### src/hdl/bfp_pkg.sv
// Shared constants, codes and types for the MSB-first bit field packer.
package bfp_pkg;

  // Field and state widths
  localparam int unsigned DATA_W         = 64;
  localparam int unsigned MAX_FIELD_BITS = 64;
  localparam int unsigned CNT_W          = 7;
  localparam int unsigned CAP_W          = 21;
  localparam int unsigned USED_W         = 24;
  localparam int unsigned BYTE_W         = 8;
  localparam int unsigned FILL_W         = 3;
  localparam int unsigned NBYTES_W       = 4;
  localparam int unsigned WIN_W          = DATA_W + BYTE_W;

  // Capacity limits
  localparam logic [CAP_W-1:0] CAP_LIMIT = 21'd1048576;
  localparam logic [CAP_W-1:0] CAP_RESET = 21'd4096;

  // APB register file
  localparam int unsigned APB_AW = 3;
  localparam int unsigned APB_DW = 32;
  localparam logic        REG_CAPACITY = 1'b0;

  // Queue between front and back
  localparam int unsigned Q_DEPTH = 2;
  localparam int unsigned Q_PTR_W = 1;
  localparam int unsigned Q_CNT_W = 2;

  typedef enum logic {
    OP_WRITE = 1'b0,
    OP_FLUSH = 1'b1
  } op_e;

  // One queued job: up to eight bytes, left aligned, or a drop marker
  typedef struct packed {
    logic [DATA_W-1:0] data;
    logic [2:0]        cntm1;
    logic              drop;
  } q_entry_t;

  typedef struct packed {
    logic     valid;
    q_entry_t entry;
  } q_push_t;

endpackage

### src/hdl/bfp_if.sv
// Input channel interface for the bit field packer.
interface bfp_if;
  logic                          valid;
  logic                          ready;
  logic                          opcode;
  logic [bfp_pkg::DATA_W-1:0]    field_value;
  logic [bfp_pkg::CNT_W-1:0]     bit_count;

  modport source (output valid, opcode, field_value, bit_count, input ready);
  modport sink   (input valid, opcode, field_value, bit_count, output ready);
endinterface

### src/hdl/bfp_out_if.sv
// Output channel interface for the bit field packer.
interface bfp_out_if;
  logic                       valid;
  logic                       ready;
  logic [bfp_pkg::BYTE_W-1:0] out_byte;
  logic                       byte_valid;
  logic                       dropped;
  logic                       last;

  modport source (output valid, out_byte, byte_valid, dropped, last, input ready);
  modport sink   (input valid, out_byte, byte_valid, dropped, last, output ready);
endinterface

### src/hdl/bfp_front.sv
// Front end: accepts items, checks capacity, packs bits and queues byte jobs.
module bfp_front (
  input  logic                     clk_i,
  input  logic                     rst_ni,
  bfp_if.sink                      in_i,
  input  logic [bfp_pkg::CAP_W-1:0] cap_bytes_i,
  input  logic                     q_full_i,
  output bfp_pkg::q_push_t         push_o
);
  import bfp_pkg::*;

  logic [BYTE_W-1:0] partial_q, partial_d;
  logic [FILL_W-1:0] filled_q, filled_d;
  logic [USED_W-1:0] used_q, used_d;

  logic              accept;
  logic [CNT_W-1:0]  width;
  logic [CAP_W-1:0]  cap_eff;
  logic [USED_W-1:0] cap_bits;
  logic [USED_W:0]   need;
  logic              fits;
  logic [DATA_W-1:0] val_left;
  logic [WIN_W-1:0]  window;
  logic [WIN_W-1:0]  rest;
  logic [BYTE_W-1:0] total;
  logic [NBYTES_W-1:0] nbytes;

  assign in_i.ready = !q_full_i;
  assign accept     = in_i.valid && in_i.ready;

  // Clamp width and capacity, then check the write against the buffer
  assign width    = (in_i.bit_count > CNT_W'(MAX_FIELD_BITS)) ?
                    CNT_W'(MAX_FIELD_BITS) : in_i.bit_count;
  assign cap_eff  = (cap_bytes_i > CAP_LIMIT) ? CAP_LIMIT : cap_bytes_i;
  assign cap_bits = {cap_eff, 3'b000};
  assign need     = {1'b0, used_q} + (USED_W+1)'(width);
  assign fits     = need <= {1'b0, cap_bits};

  // Left-align the field under the pending bits; upper junk bits fall off
  assign val_left = in_i.field_value << (CNT_W'(DATA_W) - width);
  assign window   = {partial_q, {DATA_W{1'b0}}} | ({val_left, {BYTE_W{1'b0}}} >> filled_q);
  assign total    = BYTE_W'(filled_q) + BYTE_W'(width);
  assign nbytes   = total[6:3];
  assign rest     = window << {nbytes, 3'b000};

  // Classify the item and compute the next state
  always_comb begin
    partial_d    = partial_q;
    filled_d     = filled_q;
    used_d       = used_q;
    push_o       = '0;
    if (accept) begin
      if (op_e'(in_i.opcode) == OP_FLUSH) begin
        if (filled_q != '0) begin
          push_o.valid       = 1'b1;
          push_o.entry.data  = {partial_q, {(DATA_W-BYTE_W){1'b0}}};
          push_o.entry.cntm1 = '0;
          push_o.entry.drop  = 1'b0;
          used_d    = used_q + USED_W'(BYTE_W - 32'(filled_q));
          partial_d = '0;
          filled_d  = '0;
        end
      end else if (width != '0) begin
        if (!fits) begin
          push_o.valid       = 1'b1;
          push_o.entry.data  = '0;
          push_o.entry.cntm1 = '0;
          push_o.entry.drop  = 1'b1;
        end else begin
          push_o.valid       = nbytes != '0;
          push_o.entry.data  = window[WIN_W-1:BYTE_W];
          push_o.entry.cntm1 = 3'(nbytes - 4'd1);
          push_o.entry.drop  = 1'b0;
          partial_d = rest[WIN_W-1:DATA_W];
          filled_d  = total[2:0];
          used_d    = used_q + USED_W'(width);
        end
      end
    end
  end

  // Packer state
  always_ff @(posedge clk_i or negedge rst_ni) begin
    if (!rst_ni) begin
      partial_q <= '0;
      filled_q  <= '0;
      used_q    <= '0;
    end else begin
      partial_q <= partial_d;
      filled_q  <= filled_d;
      used_q    <= used_d;
    end
  end

endmodule

### src/hdl/bfp_queue.sv
// Short job queue between the front end and the byte drain.
module bfp_queue (
  input  logic                clk_i,
  input  logic                rst_ni,
  input  bfp_pkg::q_push_t    push_i,
  input  logic                pop_i,
  output logic                full_o,
  output logic                valid_o,
  output bfp_pkg::q_entry_t   head_o
);
  import bfp_pkg::*;

  q_entry_t             mem_q [Q_DEPTH];
  logic [Q_PTR_W-1:0]   wr_q, wr_d;
  logic [Q_PTR_W-1:0]   rd_q, rd_d;
  logic [Q_CNT_W-1:0]   cnt_q, cnt_d;
  logic                 do_pop;

  assign full_o  = cnt_q == Q_CNT_W'(Q_DEPTH);
  assign valid_o = cnt_q != '0;
  assign head_o  = mem_q[rd_q];
  assign do_pop  = pop_i && valid_o;

  // Pointer and count update
  always_comb begin
    wr_d  = wr_q;
    rd_d  = rd_q;
    cnt_d = cnt_q;
    if (push_i.valid) begin
      wr_d = wr_q + 1'b1;
    end
    if (do_pop) begin
      rd_d = rd_q + 1'b1;
    end
    case ({push_i.valid, do_pop})
      2'b10:   cnt_d = cnt_q + 1'b1;
      2'b01:   cnt_d = cnt_q - 1'b1;
      default: cnt_d = cnt_q;
    endcase
  end

  always_ff @(posedge clk_i or negedge rst_ni) begin
    if (!rst_ni) begin
      wr_q  <= '0;
      rd_q  <= '0;
      cnt_q <= '0;
    end else begin
      wr_q  <= wr_d;
      rd_q  <= rd_d;
      cnt_q <= cnt_d;
    end
  end

  // Entry storage
  always_ff @(posedge clk_i) begin
    if (push_i.valid) begin
      mem_q[wr_q] <= push_i.entry;
    end
  end

endmodule

### src/hdl/bfp_back.sv
// Back end: drains queued jobs into an output register, one byte per cycle unless stalled.
module bfp_back (
  input  logic                clk_i,
  input  logic                rst_ni,
  input  logic                q_valid_i,
  input  bfp_pkg::q_entry_t   head_i,
  output logic                pop_o,
  bfp_out_if.source           out_o
);
  import bfp_pkg::*;

  logic              ovalid_q, ovalid_d;
  logic [2:0]        idx_q, idx_d;
  logic [BYTE_W-1:0] byte_q;
  logic              bvalid_q;
  logic              drop_q;
  logic              last_q;
  logic              load;
  logic              is_last;
  logic [DATA_W-1:0] sel;

  assign load    = q_valid_i && (!ovalid_q || out_o.ready);
  assign is_last = idx_q == head_i.cntm1;
  assign sel     = head_i.data << {idx_q, 3'b000};
  assign pop_o   = load && is_last;

  // Byte index and output valid
  always_comb begin
    idx_d    = idx_q;
    ovalid_d = ovalid_q;
    if (load) begin
      ovalid_d = 1'b1;
      idx_d    = is_last ? '0 : idx_q + 1'b1;
    end else if (out_o.ready) begin
      ovalid_d = 1'b0;
    end
  end

  always_ff @(posedge clk_i or negedge rst_ni) begin
    if (!rst_ni) begin
      ovalid_q <= 1'b0;
      idx_q    <= '0;
    end else begin
      ovalid_q <= ovalid_d;
      idx_q    <= idx_d;
    end
  end

  // Output payload register
  always_ff @(posedge clk_i) begin
    if (load) begin
      byte_q   <= sel[DATA_W-1:DATA_W-BYTE_W];
      bvalid_q <= !head_i.drop;
      drop_q   <= head_i.drop;
      last_q   <= is_last;
    end
  end

  assign out_o.valid      = ovalid_q;
  assign out_o.out_byte   = byte_q;
  assign out_o.byte_valid = bvalid_q;
  assign out_o.dropped    = drop_q;
  assign out_o.last       = last_q;

endmodule

### src/hdl/msb_first_bit_field_packer_core.sv
// Top level: packs MSB-first bit fields into a byte stream with APB capacity register.
// An item's first result passes through the job queue and then the output register.
// Throughput: one item accepted per cycle while the two-entry job queue has room; the
// byte drain emits one result per cycle while the output is not stalled, and an item
// yields up to 8 results (for a 64-bit field). Reset clears packer state, queue and
// output valid, and loads capacity_bytes with 4096.
module msb_first_bit_field_packer_core (
  input  logic                         clk_i,
  input  logic                         rst_ni,
  bfp_if.sink                          in_i,
  bfp_out_if.source                    out_o,
  input  logic                         psel,
  input  logic                         penable,
  input  logic                         pwrite,
  input  logic [bfp_pkg::APB_AW-1:0]   paddr,
  input  logic [bfp_pkg::APB_DW-1:0]   pwdata,
  output logic [bfp_pkg::APB_DW-1:0]   prdata,
  output logic                         pready
);
  import bfp_pkg::*;

  logic [CAP_W-1:0] cap_q;
  logic             cfg_wr;
  q_push_t          push;
  q_entry_t         head;
  logic             q_full;
  logic             q_valid;
  logic             pop;

  // APB register access
  assign pready = 1'b1;
  assign cfg_wr = psel && penable && pwrite && pready && (paddr[2] == REG_CAPACITY);
  assign prdata = (paddr[2] == REG_CAPACITY) ? APB_DW'(cap_q) : '0;

  always_ff @(posedge clk_i or negedge rst_ni) begin
    if (!rst_ni) begin
      cap_q <= CAP_RESET;
    end else if (cfg_wr) begin
      cap_q <= pwdata[CAP_W-1:0];
    end
  end

  bfp_front u_front (
    .clk_i       (clk_i),
    .rst_ni      (rst_ni),
    .in_i        (in_i),
    .cap_bytes_i (cap_q),
    .q_full_i    (q_full),
    .push_o      (push)
  );

  bfp_queue u_queue (
    .clk_i   (clk_i),
    .rst_ni  (rst_ni),
    .push_i  (push),
    .pop_i   (pop),
    .full_o  (q_full),
    .valid_o (q_valid),
    .head_o  (head)
  );

  bfp_back u_back (
    .clk_i     (clk_i),
    .rst_ni    (rst_ni),
    .q_valid_i (q_valid),
    .head_i    (head),
    .pop_o     (pop),
    .out_o     (out_o)
  );

endmodule
### src/flat_wrapper.sv
// flat-port wrapper written by rule: the top's interface ports become plain ports
module msb_first_bit_field_packer_core_flat import bfp_pkg::*;
  (clk_i, rst_ni, psel, penable, pwrite, paddr, pwdata, prdata, pready, in_i_valid, in_i_opcode, in_i_field_value, in_i_bit_count, in_i_ready, out_o_valid, out_o_out_byte, out_o_byte_valid, out_o_dropped, out_o_last, out_o_ready);
  bfp_if in_i_i ();
  bfp_out_if out_o_i ();
  input  logic clk_i;
  input  logic rst_ni;
  input  logic psel;
  input  logic penable;
  input  logic pwrite;
  input  logic [bfp_pkg::APB_AW-1:0] paddr;
  input  logic [bfp_pkg::APB_DW-1:0] pwdata;
  output logic [bfp_pkg::APB_DW-1:0] prdata;
  output logic pready;
  input wire logic [$bits(in_i_i.valid)-1:0] in_i_valid;
  input wire logic [$bits(in_i_i.opcode)-1:0] in_i_opcode;
  input wire logic [$bits(in_i_i.field_value)-1:0] in_i_field_value;
  input wire logic [$bits(in_i_i.bit_count)-1:0] in_i_bit_count;
  output wire logic [$bits(in_i_i.ready)-1:0] in_i_ready;
  output wire logic [$bits(out_o_i.valid)-1:0] out_o_valid;
  output wire logic [$bits(out_o_i.out_byte)-1:0] out_o_out_byte;
  output wire logic [$bits(out_o_i.byte_valid)-1:0] out_o_byte_valid;
  output wire logic [$bits(out_o_i.dropped)-1:0] out_o_dropped;
  output wire logic [$bits(out_o_i.last)-1:0] out_o_last;
  input wire logic [$bits(out_o_i.ready)-1:0] out_o_ready;
  assign in_i_i.valid = in_i_valid;
  assign in_i_i.opcode = in_i_opcode;
  assign in_i_i.field_value = in_i_field_value;
  assign in_i_i.bit_count = in_i_bit_count;
  assign in_i_ready = in_i_i.ready;
  assign out_o_valid = out_o_i.valid;
  assign out_o_out_byte = out_o_i.out_byte;
  assign out_o_byte_valid = out_o_i.byte_valid;
  assign out_o_dropped = out_o_i.dropped;
  assign out_o_last = out_o_i.last;
  assign out_o_i.ready = out_o_ready;
  msb_first_bit_field_packer_core u_core (.clk_i(clk_i), .rst_ni(rst_ni), .in_i(in_i_i), .out_o(out_o_i), .psel(psel), .penable(penable), .pwrite(pwrite), .paddr(paddr), .pwdata(pwdata), .prdata(prdata), .pready(pready));
endmodule
### config.mk
export PLATFORM = sky130hd
export DESIGN_NAME = msb_first_bit_field_packer_core_flat
export DESIGN_NICKNAME = d
export VERILOG_FILES = /design/src/hdl/bfp_pkg.sv /design/src/hdl/bfp_if.sv /design/src/hdl/bfp_out_if.sv /design/src/hdl/bfp_front.sv /design/src/hdl/bfp_queue.sv /design/src/hdl/bfp_back.sv /design/src/hdl/msb_first_bit_field_packer_core.sv /design/src/flat_wrapper.sv
export SDC_FILE = /design/constraint.sdc
export NUM_CORES = 1
export LEC_CHECK = 0
export ABC_AREA = 1
export BUFFER_PORTS_ARGS = -buffer_cell sky130_fd_sc_hd__buf_2
export CELL_PAD_IN_SITES_DETAIL_PLACEMENT = 0
export CELL_PAD_IN_SITES_GLOBAL_PLACEMENT = 1
export CORE_MARGIN = 2
export CORE_UTILIZATION = 44
export DETAILED_ROUTE_END_ITERATION = 6
export PLACE_DENSITY_LB_ADDON = 0.1
export SYNTH_ARGS = -nofsm -noshare
export SYNTH_HDL_FRONTEND = slang
export SYNTH_SLANG_ARGS = --single-unit
### constraint.sdc
create_clock -name clk_i -period 7.8 [get_ports clk_i]
set_clock_uncertainty 0.2 [all_clocks]
set_input_delay 0.78 -clock clk_i [delete_from_list [all_inputs] [get_ports clk_i]]
set_output_delay 0.78 -clock clk_i [all_outputs]
set_load 0.05 [all_outputs]
==> flow_summary.yaml, run 1 <==
run_status:
  outcome: "finished, final reports clean"
hold_path:
  hold_class: "primary input to asynchronous set/reset pin"
grt:
  grtUsageTotal_pct: 29.0
  grt_pass1_vias: 17900
  grt_max_degree: 74
  grt_first_pass_wirelength_um: 101000
  antenna_found_initial: 4
  overflow: 0
finish:
  diodes: 0
  drive_gt1_share_pct: 8.28
  fin_nets: 2961
  area_delta_synth_final_pct: 7.69
placement:
  port_buffers: 134
  gp_routability_congestion: 0.924
  post-dp-hpwl_um: 48300
  place_ws_ps: 1410
die:
  io_pins: 160
  start_util_pct: 44.5
  die_x_um: 210
  dieArea_mm2: 0.0440
  rows: 75
  die_y_um: 210
  core-area_mm2: 0.0419
sta:
  rsz0062_at_grt: "false"
  max_slew_margin_pct: 23.1
  fin_crit_ps: 5960
  hold_viol_final: 0
  setup-violations-final: 0
  slew_viol_final: 0
  fin_crit_sh_pct: 76.4
  setup_ws_ps: 1840
  fmax_ghz: 0.168
  worst_pin_slew_ps: 1150
  fin_setup_tns_ps: 0
clock_network:
  cts_hold_buf: 0
  clock_sinks: 211
  clock_latency_ps: 540
  htreeDepth: 1
  cts_tree: "yes"
  cts_resized: 0
  clkSlewWorstSetupHoldPaths_ps: 60
  cts_buffer_depth: 3
  cts_root_buf: "clkbuf_16"
  cts_made_buffers: 23
  cts_setup_buffers: 0
synth:
  yosysTopAreaCell: "edfxtp_1"
  ys.warnings.count: 0
  synth.distinct_cells: 46
  synth_area_mm2: 0.0186
  syn_area_per_cell_um2: 6.67
  synthFlopType: "edfxtp_1"
  netlist_instances: 2790
  synth_area_leaders: "edfxtp_1 (24%), nand3_1 (23%), nand2_1 (14%), dfrtp_1 (8.5%), inv_1 (3.6%)"
  synthMostInstantiatedCell: "nand3_1"
  synth_common_cells: "nand3_1 (858), nand2_1 (672), inv_1 (178)"
  synth_seq_cells: 211
  async_reset_ff_share_pct: 30.3
  yosysTopAreaCellShare_pct: 23.7
  ys_seq_area_share_pct: 32.3
  synth_edf_count: 147
job:
  maxCapViolations: 0
routing:
  drc: 0
  drtAntennaViolNets: 0
  drt-initial-drc-count: 2165
  viasPerCell: 5.82
  dr.pass1.iters: 6
  finalWirelength_um: 64800
  vias: 19500
  routedWlPerCell_um: 19.3
power_and_ir_drop:
  worst_ir_drop_vdd_uv: 237
  cellLeakagePower_uw: 0.00926
  p_per_area_mw_per_mm2: 339
  fin_total_pwr_uw: 6800
critical_path:
  cp_max_fo: 45
  critical_path_class: "primary input to flip-flop"
  slowest_delay_ps: 820
  crit_arrival_ps: 6000
  required_ps: 7850
  start_kind: "primary input"
  cpMaxStageDelayCell: "nand3_2"
  worstSetupEndpointType: "flip-flop"
  cp_cell_sequence: "buf_2 -> nor2_1 -> nand3_1 -> nand2_2 -> nand2_1 -> fa_1 -> nor2_1 -> nand2_1 -> nor2_1 -> nor2_1 -> o21ai_1 -> nand2_1 -> nor3_1 -> nand2_1 -> xor2_1 -> inv_1 -> ha_1 -> a21oi_1 -> o211ai_1 -> nor2_1 -> nand3_1 -> nand2_1 -> nand3_2 -> a21oi_1"
per-layer routing:
layer	track usage, %	part of all wire [%]	up-vias
met1	44.7	48	9146
li1	-	-	9593
met2	43.8	43	697
met4	6.99	2.4	8
met3	2.18	6.1	83
met5	0	0.074	-
cell families after synthesis:
family                   after synthesis  share of synthesized area, %
AO/OA/AOI/OAI                        277                          8.14
XOR/XNOR                              51                          2.40
adder cells (fa/ha/maj)               48                          3.35
buffers and inverters                382                          8.78
flip-flops                           211                          32.3
multiplexers                          35                          1.88
other                                  2                        0.0403
AND/OR/NAND/NOR                     1784                          43.1
through the flow:
stage          instances  instance area [um^2]  hold WS (ps)  util [%]
2_1_floorplan       2800                 18700           265         -
3_3_place_gp        3313                 19300           285      46.2
3_5_place_dp        3313                 19300           291      46.2
4_1_cts             3353                 20100           232      47.9
5_1_grt             3353                 20100           254      47.9
6_report            3353                 20100           225      47.9
power breakdown:
part           switching [uW]  internal (uW)
Combinational            2800           1120
Sequential                184           1640
Clock                     437            617
cell type report:
| cell class | count | area (um^2) |
|---|---|---|
| fill | 4459 | 21800 |
| multi-input combinational | 2207 | 11000 |
| sequential | 211 | 6020 |
| timing repair buffer | 161 | 873 |
| inverter | 195 | 732 |
| tap | 539 | 674 |
| clock buffer | 29 | 608 |
| clock inverter | 11 | 111 |
cell usage in the layout (no fill, tap or decap), types with 3 or more instances in the layout:
master,count
xnor2_1,5
inv_2,12
nand3b_1,3
nand4_1,41
nand2_2,7
o21ai_1,19
nand3_2,3
a21o_1,3
dfrtp_1,59
nor2_1,165
nor4_1,7
nand3_1,857
clkinv_2,3
a31oi_1,3
fa_1,3
xor2_1,46
buf_4,27
conb_1,12
ha_1,44
edfxtp_1,147
mux2i_1,35
clkbuf_16,23
inv_1,177
buf_2,134
and2_1,5
a21oi_1,116
nand2_1,672
clkbuf_1,5
o211ai_1,36
dfrtp_2,3
nor2_2,5
nor3_1,11
o22ai_1,3
clkinv_1,9
o21ai_0,89
path summary, 6_finish.rpt:
kind / slack (ps) / to / start / depth (start not counted)
setup / recovery: 1840 / u_core.u_queue.mem_q[0][31] / in_i_bit_count[0] / 24
hold / removal: 230 / u_core.u_back.idx_q[2] / rst_ni / 2
setup reg to reg: 2160 / u_core.u_queue.mem_q[0][31] / u_core.u_front.used_q[0] / 21
hold reg to reg: 310 / u_core.u_front.partial_q[2] / u_core.u_front.partial_q[2] / 2
max in group asynchronous: 6530 / u_core.u_front.filled_q[1] / rst_ni / 2
min in group clk_i: 240 / u_core.u_back.out_o.valid / out_o_ready / 2
critical path: cells and delay by family:
family	cells	cell delay (ps)
buf+inv	2	210
xor+xnor	1	180
fa+ha+maj	2	800
compound gates	4	1240
simple gates	15	2750
state kept, by name (all words and copies together), names as in the netlist:
signal,count
u_core.u_queue.rd_q,1
u_core.u_back.out_o.out_byte,8
u_core.u_front.partial_q,8
u_core.u_back.out_o.valid,1
u_core.u_back.idx_q,3
u_core.u_queue.mem_q,136
u_core.u_queue.cnt_q,2
u_core.u_front.filled_q,3
u_core.u_queue.wr_q,1
u_core.u_back.out_o.dropped,1
u_core.u_back.out_o.byte_valid,1
u_core.u_front.used_q,24
u_core.cap_q,21
u_core.u_back.out_o.last,1
(Power assumes the default switching activity.)
==> run 2, diff against run 1 <==
Settings changed: ABC_AREA 1 to 0.
Clock period 7.8 ns to 4.8 ns, I/O delays scaled along.
==> run 2 against run 1 <==
Against the previous run:
- synthesized area rose by 11%
- combinational power rose by 100%
- sequential power increased by 54%
- wire length up 29%
- count of clock-buffer cells in the layout shrank 3
- flip-flop and latch count stayed put
- via count up 5.4%
- die area increased by 10%
- non-clock buffer count rose by 529
==> flow_summary.yaml, run 2 <==
synth:
  netlist_instances: 2195
  ys_seq_area_share_pct: 29.2
  synth_edf_count: 147
  yosysTopAreaCell: "edfxtp_1"
  synthFlopType: "edfxtp_1"
  synth_seq_cells: 211
  synth_area_leaders: "edfxtp_1 (21%), mux2i_1 (10%), mux4_2 (8.1%), dfrtp_1 (7.7%), nor2_1 (4.2%)"
  synthMostInstantiatedCell: "nor2_1"
  async_reset_ff_share_pct: 30.3
  synth_area_mm2: 0.0206
  yosysTopAreaCellShare_pct: 21.4
  ys.warnings.count: 0
  syn_area_per_cell_um2: 9.38
  synth_common_cells: "nor2_1 (231), mux2i_1 (213), edfxtp_1 (147)"
  synth.distinct_cells: 109
die:
  die_x_um: 220
  die_y_um: 220
  rows: 79
  io_pins: 160
  core-area_mm2: 0.0464
  start_util_pct: 44.4
  dieArea_mm2: 0.0486
placement:
  post-dp-hpwl_um: 66600
  place_ws_ps: -461
  place_area_mm2: 0.0254
  gp_routability_congestion: 0.995
  port_buffers: 134
power_and_ir_drop:
  worst_ir_drop_vdd_uv: 496
  cellLeakagePower_uw: 0.0114
  p_per_area_mw_per_mm2: 461
hold_path:
  hold_class: "primary input to flip-flop"
  worstHoldStart: "pwdata[13]"
finish:
  multiInputGateArea_mm2: 0.0138
  design_area_mm2: 0.0267
  fillers: 4105
  regArea_mm2: 0.00602
  reg.largest.list: "u_core.u_queue.mem_q (136), u_core.u_front.used_q (24), u_core.cap_q (21)"
  area_delta_synth_final_pct: 29.6
  largest_reg_flops: 136
  drive_gt1_share_pct: 35.7
  fin_nets: 2893
  diodes: 0
  final_cell_mix: "buf_4 (507), nor2_1 (220), mux2i_1 (210)"
  layout_commonest_cell: "buf_4"
  top_register: "u_core.u_queue.mem_q"
clock_network:
  cts_tree: "yes"
  cts_buffer_depth: 3
  cts_made_buffers: 21
  clkSlewWorstSetupHoldPaths_ps: 60
  clock_sinks: 211
  clock_latency_ps: 510
  cts_root_buf: "clkbuf_16"
  htreeDepth: 1
routing:
  viasPerCell: 6.14
  drt-initial-drc-count: 1732
  drtAntennaViolNets: 0
  drc: 0
  vias: 20600
  routedWlPerCell_um: 24.9
  dr.pass1.iters: 6
  finalWirelength_um: 83600
job:
  maxCapViolations: 0
critical_path:
  start_kind: "primary input"
  critical_path_class: "primary input to flip-flop"
  crit_arrival_ps: 4930
  worstSetupEndpointType: "flip-flop"
  crit_start: "in_i_bit_count[6]"
  cp_max_fo: 11
  r2r-start: "u_core.u_front.used_q[0]"
  required_ps: 5010
run_status:
  outcome: "finished, final reports clean"
sta:
  rsz0062_at_grt: "true"
  hold_viol_final: 0
  setup_ws_ps: 81.6
  max_slew_margin_pct: 28.1
  fin_crit_ps: 4720
  fin_crit_sh_pct: 98.3
  fmax_ghz: 0.212
  slew_viol_final: 0
  worst_pin_slew_ps: 1070
  setup-violations-final: 0
  hold_ws_ps: 15.1
grt:
  antenna_found_initial: 2
  grt_first_pass_wirelength_um: 123000
  overflow: 0
  grtUsageTotal_pct: 33.5
  grt_max_degree: 75
  grt_pass1_vias: 19900
## run 2: changes by cell type after synthesis, moves of 37 or more
cell,delta
nand3_1,-809
nand2_1,-530
inv_1,-147
nor3_1,+111
mux2_2,+49
o22ai_1,+44
mux2i_1,+178
nor2b_1,+37
mux4_2,+74
nor2_1,+64
nand3b_1,+41
## run 2: cell type report
cell class | count | share of cell area, %
multi-input combinational | 1770 | 51.7
tap | 607 | 2.84
timing repair buffer | 690 | 19.8
sequential | 211 | 22.5
clock buffer | 26 | 2.04
clock inverter | 12 | 0.567
inverter | 37 | 0.525
## run 2: repair_timing
item / CTS / global route
buffers inserted: 1 / 11
hold buffers: 14 / 0
pin swaps: 0 / 19
resized for setup: 3 / 43
gates cloned: 0 / 7
setup endpoints to repair: 28 / 283
endpoints found under the hold margin: 47 / 0
## run 2: power by group
part	total, uW	internal (uW)	switching (uW)
Clock	1680	980	697
Sequential	2800	2490	306
Combinational	7840	3460	4380
Total	12300	6930	5380
## run 2: stage by stage
| step | power, uW | instances | setup TNS, ps | util [%] |
|---|---|---|---|---|
| detailed placement | 10300 | 3282 | -95310 | 54.9 |
| CTS | 12000 | 3335 | 0 | 56.7 |
| floorplan | 7210 | 2205 | -141130 | - |
| global placement | 10300 | 3282 | -84690 | 54.9 |
| finish | 12300 | 3353 | 0 | 57.6 |
| global route | 13000 | 3353 | -17720 | 57.6 |
## run 2: final timing paths
| path | to | slack (ps) | cells after the start |
|---|---|---|---|
| worst max-delay path | u_core.u_front.partial_q[4] | 80 | 18 |
| worst min-delay path | u_core.cap_q[13] | 20 | 2 |
| worst max register to register | u_core.u_queue.mem_q[0][16] | 110 | 25 |
| worst min register to register | u_core.u_back.out_o.valid | 290 | 2 |
| max in group asynchronous | u_core.u_queue.rd_q | 2940 | 3 |
| min in group asynchronous | u_core.u_back.idx_q[2] | 450 | 2 |
## run 2: cells by family after synthesis
| logic type | share of synthesized area, % |
|---|---|
| compound gates | 18.8 |
| simple gates | 19.3 |
| flops | 29.2 |
| fa+ha+maj | 3.02 |
| xor+xnor | 2.64 |
| other cells | 0.0365 |
| mux | 21.4 |
| buf+inv | 5.63 |
## run 2: critical path, cell delays in order
cell and delay [ps]:
buf_2 180, buf_4 200, nor2b_4 60, inv_2 100
ha_4 310, buf_4 180, nor2b_2 60, buf_4 150
nor3_4 220, buf_12 170, mux2_2 360, a221oi_2 440
mux2i_1 300, o21ai_1 300, mux2i_1 160, mux4_2 580
mux4_2 490, o32ai_2 160
## run 2: per-layer routing
layer	vias to the layer above	part of all wire (%)	GRT usage, %
li1	9522	-	-
met1	10100	41	43.5
met2	763	50	59.0
met3	174	4.8	2.50
met4	0	3.8	11.4
met5	-	0	0
